`config.mk`:
```
export PLATFORM = sky130hd
export DESIGN_NAME = serial_line_editor_tokenizer_top
export DESIGN_NICKNAME = d
export VERILOG_FILES = /design/src/rtl/core/sletok_pkg.sv /design/src/rtl/core/sletok_ctrl.sv /design/src/rtl/core/sletok_datapath.sv /design/src/rtl/core/serial_line_editor_tokenizer_top.sv
export VERILOG_INCLUDE_DIRS = /design/src /design/src/rtl/core
export SDC_FILE = /design/constraint.sdc
export NUM_CORES = 1
export LEC_CHECK = 0
export BUFFER_PORTS_ARGS = -buffer_cell sky130_fd_sc_hd__buf_2
export CORE_ASPECT_RATIO = 1.2
export CORE_MARGIN = 5
export CORE_UTILIZATION = 52
export CTS_BUF_LIST = sky130_fd_sc_hd__clkbuf_2
export DETAILED_ROUTE_END_ITERATION = 6
export GPL_TIMING_DRIVEN = 0
export PLACE_DENSITY = 0.77
export SETUP_SLACK_MARGIN = 0.05
export SYNTH_ARGS = -nofsm -noshare
export SYNTH_HDL_FRONTEND = slang
export SYNTH_HIERARCHICAL = 1
export SYNTH_SLANG_ARGS = --single-unit
```
`constraint.sdc`:
```
create_clock -name clock -period 11.5 [get_ports clock]
set_input_delay 0 -clock clock [delete_from_list [all_inputs] [get_ports clock]]
set_output_delay 0 -clock clock [all_outputs]
set_load 0.02 [all_outputs]
```
`src/rtl/core/serial_line_editor_tokenizer_top_macros.svh`:
```
// Assertion macros for the serial line editor and tokenizer.
`ifndef SERIAL_LINE_EDITOR_TOKENIZER_TOP_MACROS_SVH
`define SERIAL_LINE_EDITOR_TOKENIZER_TOP_MACROS_SVH

// Same-cycle implication, checked on every rising clock edge outside reset.
`define SLET_ASSERT_IMP(lbl, ante, cons, msg) \
   lbl: assert property (@(posedge clock) disable iff (reset) (ante) |-> (cons)) \
      else $error(msg);

// Next-cycle implication, checked on every rising clock edge outside reset.
`define SLET_ASSERT_NEXT(lbl, ante, cons, msg) \
   lbl: assert property (@(posedge clock) disable iff (reset) (ante) |=> (cons)) \
      else $error(msg);

`endif

```
`src/rtl/core/sletok_pkg.sv`:
```
// Shared types, character codes and helpers for the line editor and tokenizer.
package sletok_pkg;

   localparam logic [7:0] KEY_BS           = 8'd8;
   localparam logic [7:0] KEY_DEL          = 8'd127;
   localparam logic [7:0] KEY_CR           = 8'd13;
   localparam logic [7:0] KEY_LF           = 8'd10;
   localparam logic [7:0] CHAR_FIRST_PRINT = 8'd32;
   localparam logic [7:0] CHAR_LAST_PRINT  = 8'd126;
   localparam logic [7:0] CHAR_DIGIT_0     = 8'h30;
   localparam logic [7:0] CHAR_DIGIT_9     = 8'h39;
   localparam logic [7:0] CHAR_UPPER_A     = 8'h41;
   localparam logic [7:0] CHAR_UPPER_Z     = 8'h5A;
   localparam logic [7:0] CHAR_LOWER_A     = 8'h61;
   localparam logic [7:0] CHAR_LOWER_Z     = 8'h7A;

   localparam logic       KIND_ALPHA = 1'b0;
   localparam logic       KIND_NUM   = 1'b1;

   localparam int         VALUE_W   = 31;
   localparam logic [VALUE_W-1:0] VALUE_MAX = '1;

   typedef struct packed {
      logic accept;
      logic scan_init;
      logic scan_run;
      logic emit;
   } cmd_type;

   typedef struct packed {
      logic line_end;
      logic scan_done;
      logic emit_last;
   } status_type;

   function automatic logic is_letter(input logic [7:0] c);
      return ((c >= CHAR_UPPER_A) && (c <= CHAR_UPPER_Z)) ||
             ((c >= CHAR_LOWER_A) && (c <= CHAR_LOWER_Z));
   endfunction

   function automatic logic is_digit(input logic [7:0] c);
      return (c >= CHAR_DIGIT_0) && (c <= CHAR_DIGIT_9);
   endfunction

endpackage

```
`src/rtl/core/sletok_ctrl.sv`:
```
// Sequencing state machine: take bytes, scan the finished line, emit fields.
module sletok_ctrl (
   input  logic                 clock,
   input  logic                 reset,
   input  logic                 start,
   output logic                 busy,
   output sletok_pkg::cmd_type  cmd,
   input  sletok_pkg::status_type status
);
   import sletok_pkg::*;

   localparam logic [1:0] ST_IDLE = 2'd0;
   localparam logic [1:0] ST_SCAN = 2'd1;
   localparam logic [1:0] ST_EMIT = 2'd2;

   logic [1:0] state_ff;
   logic [1:0] state_in;

   always_comb begin
      cmd      = '0;
      state_in = state_ff;
      case (state_ff)
         ST_IDLE: begin
            cmd.accept    = start;
            cmd.scan_init = start & status.line_end;
            if (start && status.line_end) begin
               state_in = ST_SCAN;
            end
         end
         ST_SCAN: begin
            cmd.scan_run = 1'b1;
            if (status.scan_done) begin
               state_in = ST_EMIT;
            end
         end
         ST_EMIT: begin
            cmd.emit = 1'b1;
            if (status.emit_last) begin
               state_in = ST_IDLE;
            end
         end
         default: begin
            state_in = ST_IDLE;
         end
      endcase
   end

   always_ff @(posedge clock) begin
      if (reset) begin
         state_ff <= ST_IDLE;
      end else begin
         state_ff <= state_in;
      end
   end

   assign busy = (state_ff != ST_IDLE);

endmodule

```
`src/rtl/core/sletok_datapath.sv`:
```
// Line store, editing, field scan with digit accumulation, and result registers.
module sletok_datapath #(
   parameter int LINE_CAPACITY = 80,
   parameter int FIELD_LIMIT   = 5
) (
   input  logic                   clock,
   input  logic                   reset,
   input  logic [7:0]             req_rx_byte,
   input  sletok_pkg::cmd_type    cmd,
   output sletok_pkg::status_type status,
   output logic                   rsp_strobe,
   output logic [2:0]             rsp_field_index,
   output logic [6:0]             rsp_field_position,
   output logic                   rsp_field_kind,
   output logic signed [31:0]     rsp_field_value,
   output logic [2:0]             rsp_total_fields,
   output logic                   rsp_no_fields,
   output logic                   rsp_line_truncated,
   output logic                   rsp_last
);
   import sletok_pkg::*;

   localparam int CW  = $clog2(LINE_CAPACITY + 1);
   localparam int AW  = (LINE_CAPACITY > 1) ? $clog2(LINE_CAPACITY) : 1;
   localparam int FCW = $clog2(FIELD_LIMIT + 1);
   localparam int FIW = (FIELD_LIMIT > 1) ? $clog2(FIELD_LIMIT) : 1;

   // line store and editing
   logic [7:0]     line_mem [LINE_CAPACITY];
   logic [CW-1:0]  count_ff;
   logic [CW-1:0]  count_in;
   logic           trunc_ff;

   // scan pipeline
   logic [CW-1:0]  rd_addr_ff, rd_addr_in;
   logic [CW-1:0]  rd_pos_ff, rd_pos_in;
   logic           rd_vld_ff, rd_vld_in;
   logic [7:0]     rd_data_ff;
   logic           rd_issue;
   logic [FCW-1:0] found_ff, found_in;
   logic           stop_ff, stop_in;
   logic           prev_delim_ff, prev_delim_in;
   logic           in_digits_ff, in_digits_in;
   logic [VALUE_W-1:0] acc_ff, acc_in;
   logic [FIW-1:0] cur_idx_ff, cur_idx_in;
   logic [FIW-1:0] emit_idx_ff, emit_idx_in;

   // per-field records
   logic [CW-1:0]      fpos_ff  [FIELD_LIMIT];
   logic               fkind_ff [FIELD_LIMIT];
   logic [VALUE_W-1:0] fval_ff  [FIELD_LIMIT];
   logic               start_we;
   logic               val_we;
   logic [FIW-1:0]     wr_idx;
   logic [VALUE_W-1:0] wr_val;

   logic           b_erase, b_eol, b_print, full;
   logic           c_alpha, c_num, c_word;
   logic [3:0]     c_digit;
   logic [VALUE_W+3:0] acc_wide;
   logic [VALUE_W-1:0] acc_sat;
   logic [FCW-1:0] emit_next;
   logic           emit_last;
   logic [FIW+2:0] idx_ext;
   logic [FCW+2:0] total_ext;
   logic [CW+6:0]  pos_ext;

   assign b_erase = (req_rx_byte == KEY_BS) || (req_rx_byte == KEY_DEL);
   assign b_eol   = (req_rx_byte == KEY_CR) || (req_rx_byte == KEY_LF);
   assign b_print = (req_rx_byte >= CHAR_FIRST_PRINT) && (req_rx_byte <= CHAR_LAST_PRINT);
   assign full    = (count_ff == CW'(LINE_CAPACITY));

   assign status.line_end  = b_eol || (b_print && full);
   assign rd_issue         = cmd.scan_run && (rd_addr_ff < count_ff);
   assign status.scan_done = stop_ff || (!rd_vld_ff && !(rd_addr_ff < count_ff));

   assign emit_next        = FCW'(emit_idx_ff) + FCW'(1);
   assign emit_last        = (found_ff == '0) || (emit_next == found_ff);
   assign status.emit_last = emit_last;

   // character class of the byte coming back from the store
   assign c_alpha  = is_letter(rd_data_ff);
   assign c_num    = is_digit(rd_data_ff);
   assign c_word   = c_alpha || c_num;
   assign c_digit  = rd_data_ff[3:0];
   assign acc_wide = ({4'b0, acc_ff} << 3) + ({4'b0, acc_ff} << 1)
                   + {{VALUE_W{1'b0}}, c_digit};
   assign acc_sat  = (acc_wide > {4'b0, VALUE_MAX}) ? VALUE_MAX : acc_wide[VALUE_W-1:0];

   // editing
   always_comb begin
      count_in = count_ff;
      if (cmd.accept) begin
         if (b_erase && (count_ff != '0)) begin
            count_in = count_ff - CW'(1);
         end else if (b_print && !full) begin
            count_in = count_ff + CW'(1);
         end
      end
      if (cmd.emit && emit_last) begin
         count_in = '0;
      end
   end

   // scan
   always_comb begin
      rd_addr_in    = rd_addr_ff;
      rd_pos_in     = rd_pos_ff;
      rd_vld_in     = 1'b0;
      found_in      = found_ff;
      stop_in       = stop_ff;
      prev_delim_in = prev_delim_ff;
      in_digits_in  = in_digits_ff;
      acc_in        = acc_ff;
      cur_idx_in    = cur_idx_ff;
      emit_idx_in   = emit_idx_ff;
      start_we      = 1'b0;
      val_we        = 1'b0;
      wr_idx        = cur_idx_ff;
      wr_val        = acc_sat;
      if (cmd.scan_init) begin
         rd_addr_in    = '0;
         found_in      = '0;
         stop_in       = 1'b0;
         prev_delim_in = 1'b1;
         in_digits_in  = 1'b0;
         emit_idx_in   = '0;
      end else if (cmd.scan_run) begin
         if (rd_issue) begin
            rd_addr_in = rd_addr_ff + CW'(1);
            rd_pos_in  = rd_addr_ff;
            rd_vld_in  = 1'b1;
         end
         if (rd_vld_ff && !stop_ff) begin
            if (prev_delim_ff && c_word) begin
               if (found_ff == FCW'(FIELD_LIMIT)) begin
                  stop_in = 1'b1;
               end else begin
                  start_we     = 1'b1;
                  val_we       = 1'b1;
                  wr_idx       = found_ff[FIW-1:0];
                  wr_val       = c_num ? {{(VALUE_W-4){1'b0}}, c_digit} : '0;
                  acc_in       = wr_val;
                  cur_idx_in   = found_ff[FIW-1:0];
                  in_digits_in = c_num;
                  found_in     = found_ff + FCW'(1);
               end
            end else if (in_digits_ff && c_num) begin
               val_we = 1'b1;
               acc_in = acc_sat;
            end else if (!c_num) begin
               in_digits_in = 1'b0;
            end
            prev_delim_in = !c_word;
         end
      end else if (cmd.emit) begin
         emit_idx_in = emit_idx_ff + FIW'(1);
      end
   end

   always_ff @(posedge clock) begin
      if (reset) begin
         count_ff  <= '0;
         found_ff  <= '0;
         rd_vld_ff <= 1'b0;
         stop_ff   <= 1'b0;
         rsp_strobe <= 1'b0;
      end else begin
         count_ff  <= count_in;
         found_ff  <= found_in;
         rd_vld_ff <= rd_vld_in;
         stop_ff   <= stop_in;
         rsp_strobe <= cmd.emit;
      end
   end

   always_ff @(posedge clock) begin
      rd_addr_ff    <= rd_addr_in;
      rd_pos_ff     <= rd_pos_in;
      prev_delim_ff <= prev_delim_in;
      in_digits_ff  <= in_digits_in;
      acc_ff        <= acc_in;
      cur_idx_ff    <= cur_idx_in;
      emit_idx_ff   <= emit_idx_in;
      if (cmd.scan_init) begin
         trunc_ff <= b_print;
      end
   end

   // line store: one write port, one registered read port
   always_ff @(posedge clock) begin
      if (cmd.accept && b_print && !full) begin
         line_mem[count_ff[AW-1:0]] <= req_rx_byte;
      end
      if (rd_issue) begin
         rd_data_ff <= line_mem[rd_addr_ff[AW-1:0]];
      end
   end

   always_ff @(posedge clock) begin
      if (start_we) begin
         fpos_ff[wr_idx]  <= rd_pos_ff;
         fkind_ff[wr_idx] <= c_num ? KIND_NUM : KIND_ALPHA;
      end
      if (val_we) begin
         fval_ff[wr_idx] <= wr_val;
      end
   end

   assign idx_ext   = {3'b0, emit_idx_ff};
   assign total_ext = {3'b0, found_ff};
   assign pos_ext   = {7'b0, fpos_ff[emit_idx_ff]};

   // result registers
   always_ff @(posedge clock) begin
      if (cmd.emit) begin
         rsp_line_truncated <= trunc_ff;
         rsp_last           <= emit_last;
         rsp_total_fields   <= total_ext[2:0];
         if (found_ff == '0) begin
            rsp_no_fields      <= 1'b1;
            rsp_field_index    <= '0;
            rsp_field_position <= '0;
            rsp_field_kind     <= KIND_ALPHA;
            rsp_field_value    <= '0;
         end else begin
            rsp_no_fields      <= 1'b0;
            rsp_field_index    <= idx_ext[2:0];
            rsp_field_position <= pos_ext[6:0];
            rsp_field_kind     <= fkind_ff[emit_idx_ff];
            rsp_field_value    <= (fkind_ff[emit_idx_ff] == KIND_NUM) ?
                                  {1'b0, fval_ff[emit_idx_ff]} : '0;
         end
      end
   end

endmodule

```
`src/rtl/core/serial_line_editor_tokenizer_top.sv`:
```
// Top level of the serial line editor and field tokenizer.
// Usage: present a received byte on req_rx_byte with start high; it is taken
// at the rising edge where start is high and busy is low. Backspace and
// delete drop the last stored character, printable bytes are stored, other
// bytes are ignored. An editing byte leaves busy low.
// CR, LF, or a printable byte while the store is full ends the line: busy
// rises, the store is scanned one character per cycle through its
// registered read port, then one result per field leaves on consecutive
// cycles, each marked by rsp_strobe for one cycle; rsp_last marks the final
// one. A line without fields gives a single result with rsp_no_fields set.
// After a line end busy stays high until the last result is registered,
// and that result sits on the ports in the cycle in which busy is first low.
// The receiver cannot stall: every strobed transaction is taken at the edge
// that ends its cycle. Reset (synchronous, active high) empties the line,
// returns the controller to idle and drops any pending result.
module serial_line_editor_tokenizer_top #(
   parameter int LINE_CAPACITY = 80,
   parameter int FIELD_LIMIT   = 5
) (
   input  logic               clock,
   input  logic               reset,
   input  logic               start,
   output logic               busy,
   input  logic [7:0]         req_rx_byte,
   output logic               rsp_strobe,
   output logic [2:0]         rsp_field_index,
   output logic [6:0]         rsp_field_position,
   output logic               rsp_field_kind,
   output logic signed [31:0] rsp_field_value,
   output logic [2:0]         rsp_total_fields,
   output logic               rsp_no_fields,
   output logic               rsp_line_truncated,
   output logic               rsp_last
);
   import sletok_pkg::*;

`include "serial_line_editor_tokenizer_top_macros.svh"

   cmd_type    cmd;
   status_type status;

   // Controller: idle / scan / emit sequencing only.
   sletok_ctrl u_ctrl (
      .clock  (clock),
      .reset  (reset),
      .start  (start),
      .busy   (busy),
      .cmd    (cmd),
      .status (status)
   );

   // Datapath: store, scan pipeline, field records and result registers.
   sletok_datapath #(
      .LINE_CAPACITY (LINE_CAPACITY),
      .FIELD_LIMIT   (FIELD_LIMIT)
   ) u_datapath (
      .clock              (clock),
      .reset              (reset),
      .req_rx_byte        (req_rx_byte),
      .cmd                (cmd),
      .status             (status),
      .rsp_strobe         (rsp_strobe),
      .rsp_field_index    (rsp_field_index),
      .rsp_field_position (rsp_field_position),
      .rsp_field_kind     (rsp_field_kind),
      .rsp_field_value    (rsp_field_value),
      .rsp_total_fields   (rsp_total_fields),
      .rsp_no_fields      (rsp_no_fields),
      .rsp_line_truncated (rsp_line_truncated),
      .rsp_last           (rsp_last)
   );

   // Hold the strobe low after the final transaction of a line.
   `SLET_ASSERT_NEXT(a_last_ends_burst, rsp_strobe && rsp_last, !rsp_strobe, "result after last")
   // Advance the field number by one through a line's results.
   `SLET_ASSERT_NEXT(a_index_steps, rsp_strobe && !rsp_last,
      rsp_strobe && (rsp_field_index == $past(rsp_field_index) + 3'd1), "field gap")
   // An empty line gives exactly one final result with no fields counted.
   `SLET_ASSERT_IMP(a_empty_line, rsp_strobe && rsp_no_fields,
      rsp_last && (rsp_total_fields == 3'd0), "bad empty-line result")
   // Busy only rises after a byte was taken.
   `SLET_ASSERT_IMP(a_busy_from_accept, $rose(busy), $past(start), "busy without start")

endmodule
```
==> flow_summary_export.csv <==
group,metric,value,unit
sta,tightest_slew,1.28,ns
clocking,htreeDepth,4,
clocking,tritoncts,"built",
clocking,clk_latency,1.44,ns
clocking,cts_root_buf,"clkbuf_2",
sta,finalHoldViolCount,0,
flow_run,drv_cap,0,
cells_and_area,area.growth.synth_to_final,10.9,%
synthesis,async_flop_share,0,%
global_routing,gr-total-overflow,0,
floorplan,die-area,81900,µm²
synthesis,ys.flop_type,"edfxtp_1",
sta,max-slew-margin-rel,13.8,%
sta,finalMaxSlewViolations,0,
global_routing,first_global_vias,22070,
critical_path,crit_type,"primary input to flip-flop",
sta,hold_slack,0.209,ns
critical_path,crit_path_max_fanout,41,
sta,setup_tns,0,ns
critical_path,reg2reg_slack,6.23,ns
synthesis,syn_avg_cell_area,18.9,µm²
clocking,postCtsSetupBuffers,0,
global_routing,antenna_found_initial,5,
power_and_ir_drop,p_leak,0.0147,µW
sta,fmax,173,MHz
synthesis,ys_types,67,
critical_path,cp.required,12.57,ns
clocking,cts_resized,0,
floorplan,core,76000,µm²
clocking,path_clk_slew,0.10,ns
drt,via_per_inst,5.92,
hold_path,hold_path.class,"primary input to flip-flop",
clocking,cts_buffer_depth,3,
critical_path,r2r_cells,15,
placed_design,dp_hpwl,56800,µm
placed_design,dp_cells,3181,
drt,ant_nets,0,
synthesis,syn_inst,2093,
placed_design,globalplace.congestion,0.888,
critical_path,end_kind,"flip-flop",
power_and_ir_drop,p_per_area,156,nW/µm²
clocking,cts_sinks,963,
drt,vias,21362,
drt,drc,0,
floorplan,die_height,312,µm
drt,drtPass1Iterations,6,
global_routing,grt_max_degree,82,
drt,wl,88400,µm
sta,period_share,50.2,%
cells_and_area,instances_no_fill,3606,
floorplan,rows,111,
status,status,"finished clean",
drt,routedWlPerCell,24.5,µm
critical_path,cp-start-kind,"primary input",
power_and_ir_drop,ir_worst_vdd,0.0942,mV
floorplan,fp.dieW,262,µm
synthesis,synth_nets,2184,
synthesis,yosysWarnings,6,
global_routing,grt_first_pass_wirelength,134000,µm
critical_path,cp_data_arrival_time,6.84,ns
cells_and_area,nNetsFinal,2509,
placed_design,portBuffers,60,
critical_path,worstSetupEndpoint,"u_datapath/fval_ff[4][22]",
synthesis,synth_seq_cells,963,
cells_and_area,drive_gt1_share,28.0,%
clocking,cts_made_buffers,217,
critical_path,r2r_end,"u_datapath/fval_ff[4][22]",
sta,rsz0062_at_grt,"false",
critical_path,critPathLaunch,"req_rx_byte[2]",
sta,fin_skew,0.114,ns
synthesis,synth_edf_count,930,
synthesis,mappedNetlistArea,39600,µm²
drt,dr.first_iter.drc_count,2159,
floorplan,io_pins,62,
floorplan,start_util,52.2,%
sta,finalSetupViolCount,0,
synthesis,seq_area_frac_synth,72.1,%
critical_path,reg2reg_from,"u_datapath/count_ff[0]",
sta,layout_min_cycle_time,5.77,ns
global_routing,track_usage,22.0,%
## cell families (layout without fill, tap and decap cells)
kind of cell               Yosys count  in the layout  share of synthesized area [%]
AOI/OAI and AO/OA                  218            218                           3.45
xor gates and xnor gates            42             42                          0.928
adders and majority gates           80             80                           2.58
buffers and inverters              138            632                           1.53
DFF                                963            963                           72.1
muxes                              299            299                           15.4
other                                1              3                        0.00946
and+or+nand+nor                    352            352                           4.01
## worst max-delay path, cell delays in order
cell and delay (ns):
dlygate4sd3_1 0.54, dlygate4sd3_1 0.55, buf_2 0.38, nand2_1 0.18
dlygate4sd3_1 0.57, nor2_1 0.04, a21oi_1 0.16, dlygate4sd3_1 0.57
o21ai_0 0.11, nand2_1 0.09, dlygate4sd3_1 0.55, nor2_1 0.13
or4_1 0.65, nand2_1 0.73, nand2b_1 0.37, nor3_2 0.75
buf_6 0.25, buf_6 0.16
## per-stage QoR
step / worst slack (ns) / power (µW) / cell area, µm² / utilization, %
after floorplan: 6.05 / 4520 / 39600 / -
after CTS: 6.01 / 6920 / 43900 / 57.8
after detailed placement: 5.98 / 4810 / 41500 / 54.6
after global routing: 5.54 / 7180 / 43900 / 57.8
after global placement: 2.92 / 4800 / 41200 / 54.3
final: 5.73 / 6860 / 43900 / 57.9
## sequential cells by signal (all words and copies together) (netlist names), 2 cells and up, named ones only
name and cells:
u_datapath/line_mem 640, u_datapath/fval_ff 155, u_datapath/fpos_ff 35, u_datapath/acc_ff 31, u_datapath/rsp_field_value 31, u_datapath/rd_data_ff 8, u_datapath/count_ff 7, u_datapath/rd_addr_ff 7
u_datapath/rd_pos_ff 7, u_datapath/rsp_field_position 7, u_datapath/fkind_ff 5, u_datapath/cur_idx_ff 3, u_datapath/emit_idx_ff 3, u_datapath/found_ff 3, u_datapath/rsp_field_index 3, u_datapath/rsp_total_fields 3
u_ctrl/state_ff 2
## power by group
group          leakage [µW]  total [µW]  internal [µW]  switching (µW)
sequential          0.00859        3850           3840            12.2
clock               0.00151        2100            816            1290
combinational       0.00464         904            421             483
total                0.0147        6860           5080            1780
## layout by cell type, fill, tap and decap left out, drive strengths merged, types with 7 or more instances in the layout
master / instances
a211oi: 7
a21o: 10
a21oi: 116
a31oi: 8
buf: 128
clkbuf: 364
clkinv: 69
dfxtp: 33
dlygate4sd3: 28
edfxtp: 930
ha: 77
inv: 40
mux2: 10
mux2i: 42
mux4: 247
nand2: 65
nand2b: 10
nand3: 17
nand4: 10
nor2: 179
nor2b: 11
nor3: 19
nor4: 7
o21ai: 38
or3: 9
xnor2: 26
xor2: 16
## routing by layer
layer | global-route usage [%] | vias up | part of all wire, %
li1 | - | 9295 | -
met1 | 27.2 | 10792 | 36
met2 | 36.7 | 1056 | 51
met3 | 5.51 | 215 | 8.0
met4 | 10.3 | 4 | 4.7
met5 | 0 | - | 0.038
## final cells by class
type	instances	area, µm²
Multi-Input combinational cell	992	10500
Fill cell	5554	32000
Tap cell	1017	1270
Buffer	103	477
Clock inverter	77	458
Sequential cell	963	28600
Inverter	35	131
Antenna cell	2	5.00
Timing Repair Buffer	106	962
Clock buffer	311	1560
## synthesized netlist by cell type, drive strengths merged (26+ instances only)
library cell / instances / area, µm²
clkbuf: 53 / 199
nand2: 65 / 244
ha: 77 / 963
mux4: 247 / 5560
a21oi: 116 / 614
edfxtp: 930 / 27900
o21ai: 38 / 201
nor2: 179 / 672
xnor2: 26 / 228
mux2i: 42 / 420
buf: 50 / 278
inv: 35 / 131
dfxtp: 33 / 661
## worst min path at each step
stage / slack [ns] / startpoint / endpoint / cells after the start
2_1_floorplan: 0.06 / reset / u_ctrl/state_ff[1] / 1
3_3_place_gp: 0.30 / reset / u_ctrl/state_ff[1] / 2
3_5_place_dp: 0.31 / reset / u_ctrl/state_ff[1] / 2
4_1_cts: 0.02 / start / u_ctrl/state_ff[0] / 5
5_1_grt: 0.11 / start / u_ctrl/state_ff[0] / 5
6_report: 0.21 / start / u_ctrl/state_ff[0] / 5
## what timing repair did
action,4_1_cts,5_1_grt
setup endpoints to repair,0,0
hold buffers,35,0
endpoints found under the hold margin,856,0
Note: power is estimated with default switching activity, not from simulation.
